## src/rtl/esd_pkg.sv

```systemverilog
`default_nettype none

package esd_pkg;

  // Widths fixed by the stream format.
  localparam int unsigned LimitW     = 13;
  localparam int unsigned PathLenW   = 12;
  localparam int unsigned ShiftW     = 7;
  localparam int unsigned SizeW      = 64;
  localparam int unsigned DefVarintBits = 64;

  // Configuration register reset value and the ceiling applied to it.
  localparam logic [LimitW-1:0] PathLimitReset = 13'd2048;
  localparam logic [LimitW-1:0] PathLimitMax   = 13'd4096;

  // Register index of the path limit on the configuration port.
  localparam logic RegPathLimit = 1'b0;

  // Input commands.
  localparam logic CmdData = 1'b0;
  localparam logic CmdEnd  = 1'b1;

  // Tag byte values.
  localparam logic [7:0] TagFile = 8'd0;
  localparam logic [7:0] TagDir  = 8'd1;

  // Byte classes reported with each result.
  localparam logic [2:0] ClsTag   = 3'd0;
  localparam logic [2:0] ClsPlen  = 3'd1;
  localparam logic [2:0] ClsPath  = 3'd2;
  localparam logic [2:0] ClsSize  = 3'd3;
  localparam logic [2:0] ClsBody  = 3'd4;
  localparam logic [2:0] ClsNone  = 3'd5;

  // Sticky error codes.
  localparam logic [2:0] ErrNone      = 3'd0;
  localparam logic [2:0] ErrBadTag    = 3'd1;
  localparam logic [2:0] ErrOverflow  = 3'd2;
  localparam logic [2:0] ErrPathLong  = 3'd3;
  localparam logic [2:0] ErrTruncated = 3'd4;

  // Parser phase, one-hot.
  typedef enum logic [4:0] {
    PH_TAG  = 5'b00001,
    PH_PLEN = 5'b00010,
    PH_PATH = 5'b00100,
    PH_SIZE = 5'b01000,
    PH_BODY = 5'b10000
  } phase_e;

  // Input transaction payload.
  typedef struct packed {
    logic       cmd;
    logic [7:0] data_byte;
  } in_item_t;

  // Result transaction payload.
  typedef struct packed {
    logic [2:0]          byte_class;
    logic [7:0]          data_out;
    logic                header_done;
    logic                entry_is_dir;
    logic [PathLenW-1:0] path_length;
    logic [SizeW-1:0]    file_size;
    logic                file_end;
    logic [2:0]          error_code;
  } out_item_t;

endpackage

`default_nettype wire

```

## src/rtl/entry_stream_deframer.sv

```systemverilog
// Entry stream deframer.
// Takes an archive entry stream one byte per input transaction (cmd 0) and
// classifies each byte as tag, path length varint, path, size varint or body.
// Path and body bytes are passed through; header_done pulses when an entry
// header is complete and file_end when a file's last body byte is taken (or
// a zero-size file header completes). An end-of-stream check (cmd 1) flags a
// partly taken entry as truncated. Errors are sticky until reset.
// Every input transaction yields exactly one result transaction.
// The path is an input register, then the parser logic feeding the
// result register. One transaction is accepted every cycle unless the
// receiver stalls; the parser state is a single set of registers updated as
// each byte leaves the input register, so consecutive bytes need no bubbles.
// When the receiver stalls, the result register holds and the input register
// fills; after that in_ready_o drops until the result is taken.
// Reset empties both registers, returns the parser to expecting a tag with no
// error, and sets path_limit to 2048. The APB port holds path_limit at
// address 0; values above 4096 act as 4096.
`default_nettype none

module entry_stream_deframer
  import esd_pkg::*;
#(
  parameter int unsigned VARINT_BITS = DefVarintBits
) (
  input  wire logic        clk_i,
  input  wire logic        rst_ni,
  // Input channel
  input  wire logic        in_valid_i,
  output logic             in_ready_o,
  input  wire in_item_t    in_data_i,
  // Result channel
  output logic             out_valid_o,
  input  wire logic        out_ready_i,
  output out_item_t        out_data_o,
  // Configuration port
  input  wire logic        psel,
  input  wire logic        penable,
  input  wire logic        pwrite,
  input  wire logic [2:0]  paddr,
  input  wire logic [31:0] pwdata,
  output logic [31:0]      prdata,
  output logic             pready
);

  localparam logic [ShiftW-1:0] VarintLimit = ShiftW'(VARINT_BITS);
  localparam logic [ShiftW-1:0] ShiftStep   = ShiftW'(7);

  // Configuration register.
  logic [LimitW-1:0] path_limit_q;

  assign pready = 1'b1;
  assign prdata = (paddr[2] == RegPathLimit) ? 32'(path_limit_q) : 32'd0;

  always_ff @(posedge clk_i or negedge rst_ni) begin
    if (!rst_ni) begin
      path_limit_q <= PathLimitReset;
    end else if (psel && penable && pwrite && pready && (paddr[2] == RegPathLimit)) begin
      path_limit_q <= pwdata[LimitW-1:0];
    end
  end

  // Handshake for the two register stages.
  logic      s1_valid_q;
  in_item_t  s1_item_q;
  logic      out_valid_q;
  out_item_t out_item_q;
  logic      out_free;
  logic      fire;

  assign out_free   = !out_valid_q || out_ready_i;
  assign fire       = s1_valid_q && out_free;
  assign in_ready_o = !s1_valid_q || out_free;

  always_ff @(posedge clk_i or negedge rst_ni) begin
    if (!rst_ni) begin
      s1_valid_q <= 1'b0;
    end else if (in_ready_o) begin
      s1_valid_q <= in_valid_i;
    end
  end

  always_ff @(posedge clk_i) begin
    if (in_valid_i && in_ready_o) begin
      s1_item_q <= in_data_i;
    end
  end

  // Parser state.
  phase_e                 phase_q, phase_d;
  logic [VARINT_BITS-1:0] acc_q, acc_d;
  logic [ShiftW-1:0]      shift_q, shift_d;
  logic [PathLenW-1:0]    path_left_q, path_left_d;
  logic [VARINT_BITS-1:0] body_left_q, body_left_d;
  logic                   dir_q, dir_d;
  logic [PathLenW-1:0]    held_plen_q, held_plen_d;
  logic [VARINT_BITS-1:0] held_size_q, held_size_d;
  logic [2:0]             err_q, err_d;

  // Varint step shared by both length fields.
  logic [LimitW-1:0]      limit;
  logic [VARINT_BITS-1:0] acc_new;
  logic [ShiftW-1:0]      shift_inc;
  logic                   vi_cont;
  logic                   vi_ovf;
  logic                   plen_too_long;
  logic [7:0]             byte_in;

  assign byte_in   = s1_item_q.data_byte;
  assign limit     = (path_limit_q > PathLimitMax) ? PathLimitMax : path_limit_q;
  assign acc_new   = acc_q | (VARINT_BITS'(byte_in[6:0]) << shift_q);
  assign shift_inc = shift_q + ShiftStep;
  assign vi_cont   = byte_in[7];
  assign vi_ovf    = vi_cont && (shift_inc >= VarintLimit);
  assign plen_too_long = (|acc_new[VARINT_BITS-1:LimitW]) || (acc_new[LimitW-1:0] >= limit);

  logic [2:0] cls;
  logic [7:0] dout;
  logic       hdone;
  logic       fend;

  // Next state and result for the transaction leaving the input register.
  always_comb begin
    phase_d     = phase_q;
    acc_d       = acc_q;
    shift_d     = shift_q;
    path_left_d = path_left_q;
    body_left_d = body_left_q;
    dir_d       = dir_q;
    held_plen_d = held_plen_q;
    held_size_d = held_size_q;
    err_d       = err_q;
    cls         = ClsNone;
    dout        = 8'd0;
    hdone       = 1'b0;
    fend        = 1'b0;

    if (s1_item_q.cmd == CmdEnd) begin
      if ((err_q == ErrNone) && (phase_q != PH_TAG)) begin
        err_d = ErrTruncated;
      end
    end else if (err_q == ErrNone) begin
      unique case (phase_q)
        PH_PLEN: begin
          cls   = ClsPlen;
          acc_d = acc_new;
          if (vi_ovf) begin
            err_d = ErrOverflow;
          end else if (vi_cont) begin
            shift_d = shift_inc;
          end else if (plen_too_long) begin
            err_d = ErrPathLong;
          end else begin
            held_plen_d = acc_new[PathLenW-1:0];
            path_left_d = acc_new[PathLenW-1:0];
            acc_d       = '0;
            shift_d     = '0;
            if (acc_new[PathLenW-1:0] != '0) begin
              phase_d = PH_PATH;
            end else if (dir_q) begin
              hdone   = 1'b1;
              phase_d = PH_TAG;
            end else begin
              phase_d = PH_SIZE;
            end
          end
        end
        PH_PATH: begin
          cls         = ClsPath;
          dout        = byte_in;
          path_left_d = path_left_q - PathLenW'(1);
          if (path_left_q == PathLenW'(1)) begin
            if (dir_q) begin
              hdone   = 1'b1;
              phase_d = PH_TAG;
            end else begin
              phase_d = PH_SIZE;
            end
          end
        end
        PH_SIZE: begin
          cls   = ClsSize;
          acc_d = acc_new;
          if (vi_ovf) begin
            err_d = ErrOverflow;
          end else if (vi_cont) begin
            shift_d = shift_inc;
          end else begin
            held_size_d = acc_new;
            body_left_d = acc_new;
            acc_d       = '0;
            shift_d     = '0;
            hdone       = 1'b1;
            if (acc_new == '0) begin
              fend    = 1'b1;
              phase_d = PH_TAG;
            end else begin
              phase_d = PH_BODY;
            end
          end
        end
        PH_BODY: begin
          cls         = ClsBody;
          dout        = byte_in;
          body_left_d = body_left_q - VARINT_BITS'(1);
          if (body_left_q == VARINT_BITS'(1)) begin
            fend    = 1'b1;
            phase_d = PH_TAG;
          end
        end
        PH_TAG: begin
          cls         = ClsTag;
          acc_d       = '0;
          shift_d     = '0;
          path_left_d = '0;
          body_left_d = '0;
          held_plen_d = '0;
          held_size_d = '0;
          if ((byte_in != TagFile) && (byte_in != TagDir)) begin
            dir_d = 1'b0;
            err_d = ErrBadTag;
          end else begin
            dir_d   = (byte_in == TagDir);
            phase_d = PH_PLEN;
          end
        end
        default: begin
          phase_d = PH_TAG;
        end
      endcase
    end
  end

  always_ff @(posedge clk_i or negedge rst_ni) begin
    if (!rst_ni) begin
      phase_q     <= PH_TAG;
      acc_q       <= '0;
      shift_q     <= '0;
      path_left_q <= '0;
      body_left_q <= '0;
      dir_q       <= 1'b0;
      held_plen_q <= '0;
      held_size_q <= '0;
      err_q       <= ErrNone;
    end else if (fire) begin
      phase_q     <= phase_d;
      acc_q       <= acc_d;
      shift_q     <= shift_d;
      path_left_q <= path_left_d;
      body_left_q <= body_left_d;
      dir_q       <= dir_d;
      held_plen_q <= held_plen_d;
      held_size_q <= held_size_d;
      err_q       <= err_d;
    end
  end

  // Result register.
  always_ff @(posedge clk_i or negedge rst_ni) begin
    if (!rst_ni) begin
      out_valid_q <= 1'b0;
    end else if (out_free) begin
      out_valid_q <= s1_valid_q;
    end
  end

  always_ff @(posedge clk_i) begin
    if (fire) begin
      out_item_q.byte_class   <= cls;
      out_item_q.data_out     <= dout;
      out_item_q.header_done  <= hdone;
      out_item_q.entry_is_dir <= dir_d;
      out_item_q.path_length  <= held_plen_d;
      out_item_q.file_size    <= SizeW'(held_size_d);
      out_item_q.file_end     <= fend;
      out_item_q.error_code   <= err_d;
    end
  end

  assign out_valid_o = out_valid_q;
  assign out_data_o  = out_item_q;

  // Checks on the parser.
  a_err_sticky : assert property (@(posedge clk_i) disable iff (!rst_ni)
    (err_q != ErrNone) |=> (err_q == $past(err_q)))
    else $error("sticky error changed");

  a_phase_onehot : assert property (@(posedge clk_i) disable iff (!rst_ni)
    $onehot(phase_q))
    else $error("parser phase not one-hot");

  a_hdone_clean : assert property (@(posedge clk_i) disable iff (!rst_ni)
    (out_valid_q && out_item_q.header_done) |-> (out_item_q.error_code == ErrNone))
    else $error("header completed alongside an error");

  a_fend_class : assert property (@(posedge clk_i) disable iff (!rst_ni)
    (out_valid_q && out_item_q.file_end) |->
      ((out_item_q.byte_class == ClsSize) || (out_item_q.byte_class == ClsBody)))
    else $error("file end on a byte outside size or body");

endmodule

`default_nettype wire
```

## config.mk

```make
export PLATFORM = sky130hd
export DESIGN_NAME = entry_stream_deframer
export DESIGN_NICKNAME = d
export VERILOG_FILES = /design/src/rtl/esd_pkg.sv /design/src/rtl/entry_stream_deframer.sv
export SDC_FILE = /design/constraint.sdc
export NUM_CORES = 1
export LEC_CHECK = 0
export ABC_AREA = 1
export BUFFER_PORTS_ARGS = -buffer_cell sky130_fd_sc_hd__clkbuf_2
export CORE_MARGIN = 1
export CORE_UTILIZATION = 25
export DETAILED_ROUTE_END_ITERATION = 7
export PLACE_DENSITY_LB_ADDON = 0.15
export SYNTH_ARGS = -nofsm -noshare
export SYNTH_HDL_FRONTEND = slang
export SYNTH_SLANG_ARGS = --single-unit
```

## constraint.sdc

```tcl
create_clock -name clk_i -period 5.39 [get_ports clk_i]
set_input_delay 0.539 -clock clk_i [delete_from_list [all_inputs] [get_ports clk_i]]
set_output_delay 0.539 -clock clk_i [all_outputs]
set_load 0.02 [all_outputs]
```

; ---- Word level (Yosys, flattened, before mapping)
; Cells that the tools add are included.
[op_classes]
magnitude_cmp = 3
n_eq_ne = 19
bitwise = 5
shift = 1
muxes = 72
add_sub_neg = 3
n_reduce_logical = 29
[op_table]
columns = operator, count
row1 = $mux W64, 11
row2 = $pmux W64 S3, 2
row3 = $pmux W64 S2, 1
row4 = $mux W12, 8
row5 = $eq A64 B1 Y1 const B, 1
row6 = $logic_not A64 Y1, 1
row7 = $or A64 B64 Y64, 1
row8 = $shl A7 B7 Y64, 1
row9 = $sub A64 B1 Y64 const B, 1
row10 = $reduce_or A51 Y1, 1
row11 = $mux W5, 9
row12 = $pmux W12 S3, 1
row13 = $mux W7, 5
row14 = $mux W13, 2
row15 = $pmux W5 S5, 1
row16 = $mux W3, 8
row17 = $pmux W12 S2, 1
row18 = $pmux W7 S3, 1
row19 = $mux W1, 16
row20 = $ne A2 B2 Y1 const B, 8
row21 = $pmux W3 S5, 1
row22 = $reduce_and A7 Y1, 2
row23 = $ge A13 B13 Y1, 1
row24 = $gt A13 B13 Y1 const B, 1
row25 = 30 further kinds, 47
[word_totals]
elab_cells = 154
ff_bits = 349

; ---- Longest topological paths before layout
[logic_depth]
depth_word = 10
mapped_depth = 30

; ---- Worst setup path after synthesis
; OpenSTA, ideal clock, no wires.
[synth_path]
kind = input port to flip-flop
start = in out_ready_i
end = reg out_item_q, in the netlist out_data_o[0] (enable)
required_ns = 4.896
setup_time_ns = 0.494
arrival_ns = 3.865
path_slack_ns = 1.032
cell_stages = 6
path_cell_list = inv_1 nand2_1 nand2_1 inv_1 clkbuf_1 clkbuf_1
[synth_via]
elab_chain_len = 2
[synth_lines]
columns = item, line
row1 = start: declaration, entry_stream_deframer.sv:33  ; input wire logic out_ready_i,
row2 = $logic_or A1 B1 Y1, entry_stream_deframer.sv:70  ; assign out_free = !out_valid_q || out_ready_i;
row3 = $logic_and A1 B1 Y1, entry_stream_deframer.sv:71  ; assign fire = s1_valid_q && out_free;
row4 = named net fire, entry_stream_deframer.sv:68  ; logic fire;
row5 = end: declaration, entry_stream_deframer.sv:66  ; out_item_t out_item_q;
; The timed path passes the listed nets, and every way through them passes these cells.
; A chain may end at the register's enable or synchronous reset.

; ---- Worst setup path after layout
[layout_path]
start = reg shift_q[1]
end = reg acc_q[63]
[layout_via]
elab_chain_len = 8
word_cells_on_any_way = 14
classes_between = 1 x add/sub / 2 x order compare / 1 x shift / 6 x mux / 1 x bitwise / 3 x reduce/logical
[layout_lines]
columns = item, line
row1 = start: declaration, entry_stream_deframer.sv:91  ; logic [ShiftW-1:0] shift_q, shift_d;
row2 = start signal: assignment, entry_stream_deframer.sv:247  ; shift_q <= shift_d;
row3 = $shl A7 B7 Y64, entry_stream_deframer.sv:110  ; assign acc_new = acc_q | (VARINT_BITS'(byte_in[6:0]) << shift_q);
row4 = $or A64 B64 Y64, entry_stream_deframer.sv:110
row5 = $ge A13 B13 Y1 or $reduce_or A51 Y1 (tied branches), entry_stream_deframer.sv:114  ; assign plen_too_long = (|acc_new[VARINT_BITS-1:LimitW]) || (acc_new[LimitW-1:0] >= limit);
row6 = $logic_or A1 B1 Y1, entry_stream_deframer.sv:114
row7 = $mux W64, entry_stream_deframer.sv:150  ; end else if (plen_too_long) begin
row8 = $mux W64, entry_stream_deframer.sv:148  ; end else if (vi_cont) begin
row9 = $mux W64, entry_stream_deframer.sv:146  ; if (vi_ovf) begin
row10 = $pmux W64 S3 (*), entry_stream_deframer.sv:142  ; unique case (phase_q)
row11 = end signal: assignment, entry_stream_deframer.sv:236  ; acc_q <= '0;
row12 = end signal: assignment, entry_stream_deframer.sv:246  ; acc_q <= acc_d;
row13 = end: declaration, entry_stream_deframer.sv:90  ; logic [VARINT_BITS-1:0] acc_q, acc_d;
; Mark *: on every way between the ends. The rest lies on a longest branch, timed or not.

==> reports/results.ini <==
[outcome]
status = finished, final reports clean

[timing]
setup_violations = 0
setup_slack_ns = 0.737
fin_hold_ws_ns = 0.133
skew_ns = 0.0308
fin_crit_ns = 4.65
final_hold_viol_count = 0
fin_crit_sh = 0.863
max_freq_mhz = 215
slew_headroom = 0.217
worst_slew_pin_slew_ns = 1.17
fin_setup_tns_ns = 0
grt_setup_unrepaired = no
slew_violations = 0

[cts]
max-clock-path-buffers = 3
cts_num_sinks = 349
cts_tree = built
post_cts_buffers = 0
insertion_delay_ns = 0.60
cts_inserted_buffers = 45
clock-root-buffer = clkbuf_16
h-tree-depth = 2
clk_pin_slew_worst_paths_ns = 0.06

[setup_path]
rrSetupSlack_ns = 0.74
critPathKind = reg2reg
worst_setup_path_start_kind = flip-flop
r2r_start = shift_q[1]$_DFFE_PN0P_
worst-r2r-cell-count = 26
critPathRequiredTime_ns = 5.85
rr_endpoint = acc_q[63]$_DFFE_PN0P_
end_kind = flip-flop
worst-path-max-fanout = 23
critPathArrivalTime_ns = 5.12

[grt]
grt_max_degree = 113
antenna_found_initial = 0
grt_pass1_vias = 17800
grt_first_pass_wirelength_um = 108000
grt_util_all_layers = 0.171
grt-ovfl-total = 0

[pwr]
clockPowerShare = 0.392
switching_share = 0.304
p_seq_frac = 0.437
p_int_mw = 5.47
vdd_drop_max_v = 0.000210
cellLeakagePower_nw = 10.4
pwr_density_cell_nw_per_um2 = 336
switchingPower_mw = 2.39
comb_power_share = 0.170

[worst_hold_path]
hold_path.class = in2reg
min_to = s1_item_q[8]$_DFFE_PP_
hold_start = in_data_i[8]
min_delay_path_depth = 1

[synth]
syn_inst = 2610
synth_flop_cell = dfrtp_1
synth_edf_count = 102
yosysWarnings = 0
syn-cell-area_um2 = 19900
synth_cell_type_count = 54
postSynthAreaPerCell_um2 = 7.64
yosysTopAreaCell = dfrtp_1
ys_ff_latch = 349
post-synth-top-count-cell = nand2_1
async_flop_share = 0.708
synth_top_area_frac = 0.307
synth_common_cells = nand2_1, nor2_1, inv_1, dfrtp_1, nand3_1
yosys-top-cells-area = dfrtp_1, edfxtp_1, nand2_1
yosysSeqAreaShare = 0.463

[placement]
place.gp.congestion = 0.856
port_buffers = 137
place_ws_ns = 0.720
dpl_cell_area_um2 = 21900
post-place-cells = 3724
hpwlAfterDp_um = 49800

[detailed_routing]
first_iter_violations = 1370
drc = 0
ant_nets = 0
viasPerCell = 4.75
drt_wl_total_um = 69900
firstDrtPassIters = 5
vias = 18100
wl_per_cell_um = 18.4

[finish]
fin_area_um2 = 23400
area_growth_pct = 17.1
fillers = 8624
drive_gt1_frac = 0.132
diodes = 0
finalNonFillerCells = 3809
layout.nets = 2791

[floorplanning]
core_area_um2 = 79000
die_w_um = 284
die_y_um = 284
start_util = 0.253
num_rows = 103
die-area_um2 = 80900
ioPinCount = 179

[run]
drv_cap = 0

registers in the layout, summed over array words and instances, names as in the netlist, 8 cells and up:
register	cells
out_data_o	93
acc_q	64
body_left_q	64
held_size_q	64
path_limit_q	13
held_plen_q	12
path_left_q	12
byte_in	8
area by class of cell:
type                       count  area, um2  area share
clock inverter                29        278      0.0119
tap                         1050       1310      0.0562
clock buffer                  55       1210      0.0520
multi-input combinational   1767       8720       0.374
timing repair buffer         194       1200      0.0514
sequential                   349       9250       0.396
inverter                     365       1380      0.0590
power by group through the flow:
stage	clock (mW)	sequential, mW	combinational, mW
floorplan	0	3.67	0.717
global route	3.30	3.49	1.51
global placement	0	3.48	1.33
detailed placement	0	3.49	1.36
finish	3.08	3.44	1.34
CTS	3.21	3.45	1.37
worst max path at each step:
stage,slack [ns],startpoint,cells past startpoint,end
6_report,0.74,shift_q[1]$_DFFE_PN0P_,26,acc_q[63]$_DFFE_PN0P_
5_1_grt,0.26,shift_q[1]$_DFFE_PN0P_,26,acc_q[63]$_DFFE_PN0P_
4_1_cts,0.71,shift_q[1]$_DFFE_PN0P_,26,acc_q[63]$_DFFE_PN0P_
3_5_place_dp,0.72,shift_q[1]$_DFFE_PN0P_,26,acc_q[30]$_DFFE_PN0P_
3_3_place_gp,0.78,shift_q[1]$_DFFE_PN0P_,26,acc_q[27]$_DFFE_PN0P_
2_1_floorplan,1.03,out_ready_i,6,out_data_o[0]$_DFFE_PP_
metal layers:
layer	GRT usage	vias to the layer above	part of all wire
met1	0.236	8749	0.47
met4	0.0425	0	0.022
li1	-	8834	-
met2	0.283	429	0.47
met5	0	-	0
met3	0.0205	91	0.038
through the flow:
stage / power (mW) / utilization
4_1_cts: 8.02 / 0.296
3_3_place_gp: 4.81 / 0.277
3_5_place_dp: 4.86 / 0.277
2_1_floorplan: 4.38 / -
5_1_grt: 8.30 / 0.296
6_report: 7.86 / 0.296
placed cells by master (no fill, tap or decap), types with 69 or more instances in the layout:
cell type,synthesis,final
inv_1,356,354
clkbuf_2,0,136
nand2_1,454,453
a21oi_1,140,139
o21ai_0,140,140
dfrtp_1,245,245
edfxtp_1,102,102
nand4_1,69,69
nor2_1,441,437
nand3_1,183,183
critical path: stages, from the launching register on:
cell and delay, ns:
dfrtp_1 0.56, inv_1 0.32, nand3_1 0.20, nand2_1 0.07, nand2_1 0.10, nand2_1 0.11, a21boi_0 0.36, inv_1 0.08
nor2_1 0.24, nand2_1 0.08, nand2_1 0.14, ha_1 0.27, nand2_1 0.08, inv_1 0.05, o21ai_0 0.07, nand2_1 0.08
a21oi_1 0.13, nand3_1 0.19, nor2_1 0.16, nand3_1 0.12, nor2_4 0.17, nand2_1 0.09, nand3_2 0.13, nand2_4 0.11
nor2_8 0.31, buf_12 0.24, a21oi_1 0.06
kinds of logic after synthesis:
family / after synthesis / share of synthesized area
buffers and inverters: 512 / 0.104
and+or+nand+nor: 1245 / 0.269
xor gates and xnor gates: 5 / 0.00220
adders and majority gates: 18 / 0.0113
AOI/OAI and AO/OA: 479 / 0.149
other: 2 / 0.000376
DFF: 349 / 0.463
what timing repair did:
action / CTS / global route
hold buffers: 1 / 0
resized for setup: 0 / 0
endpoints found under the hold margin: 27 / 0
Note: power is estimated with default switching activity, not from simulation.
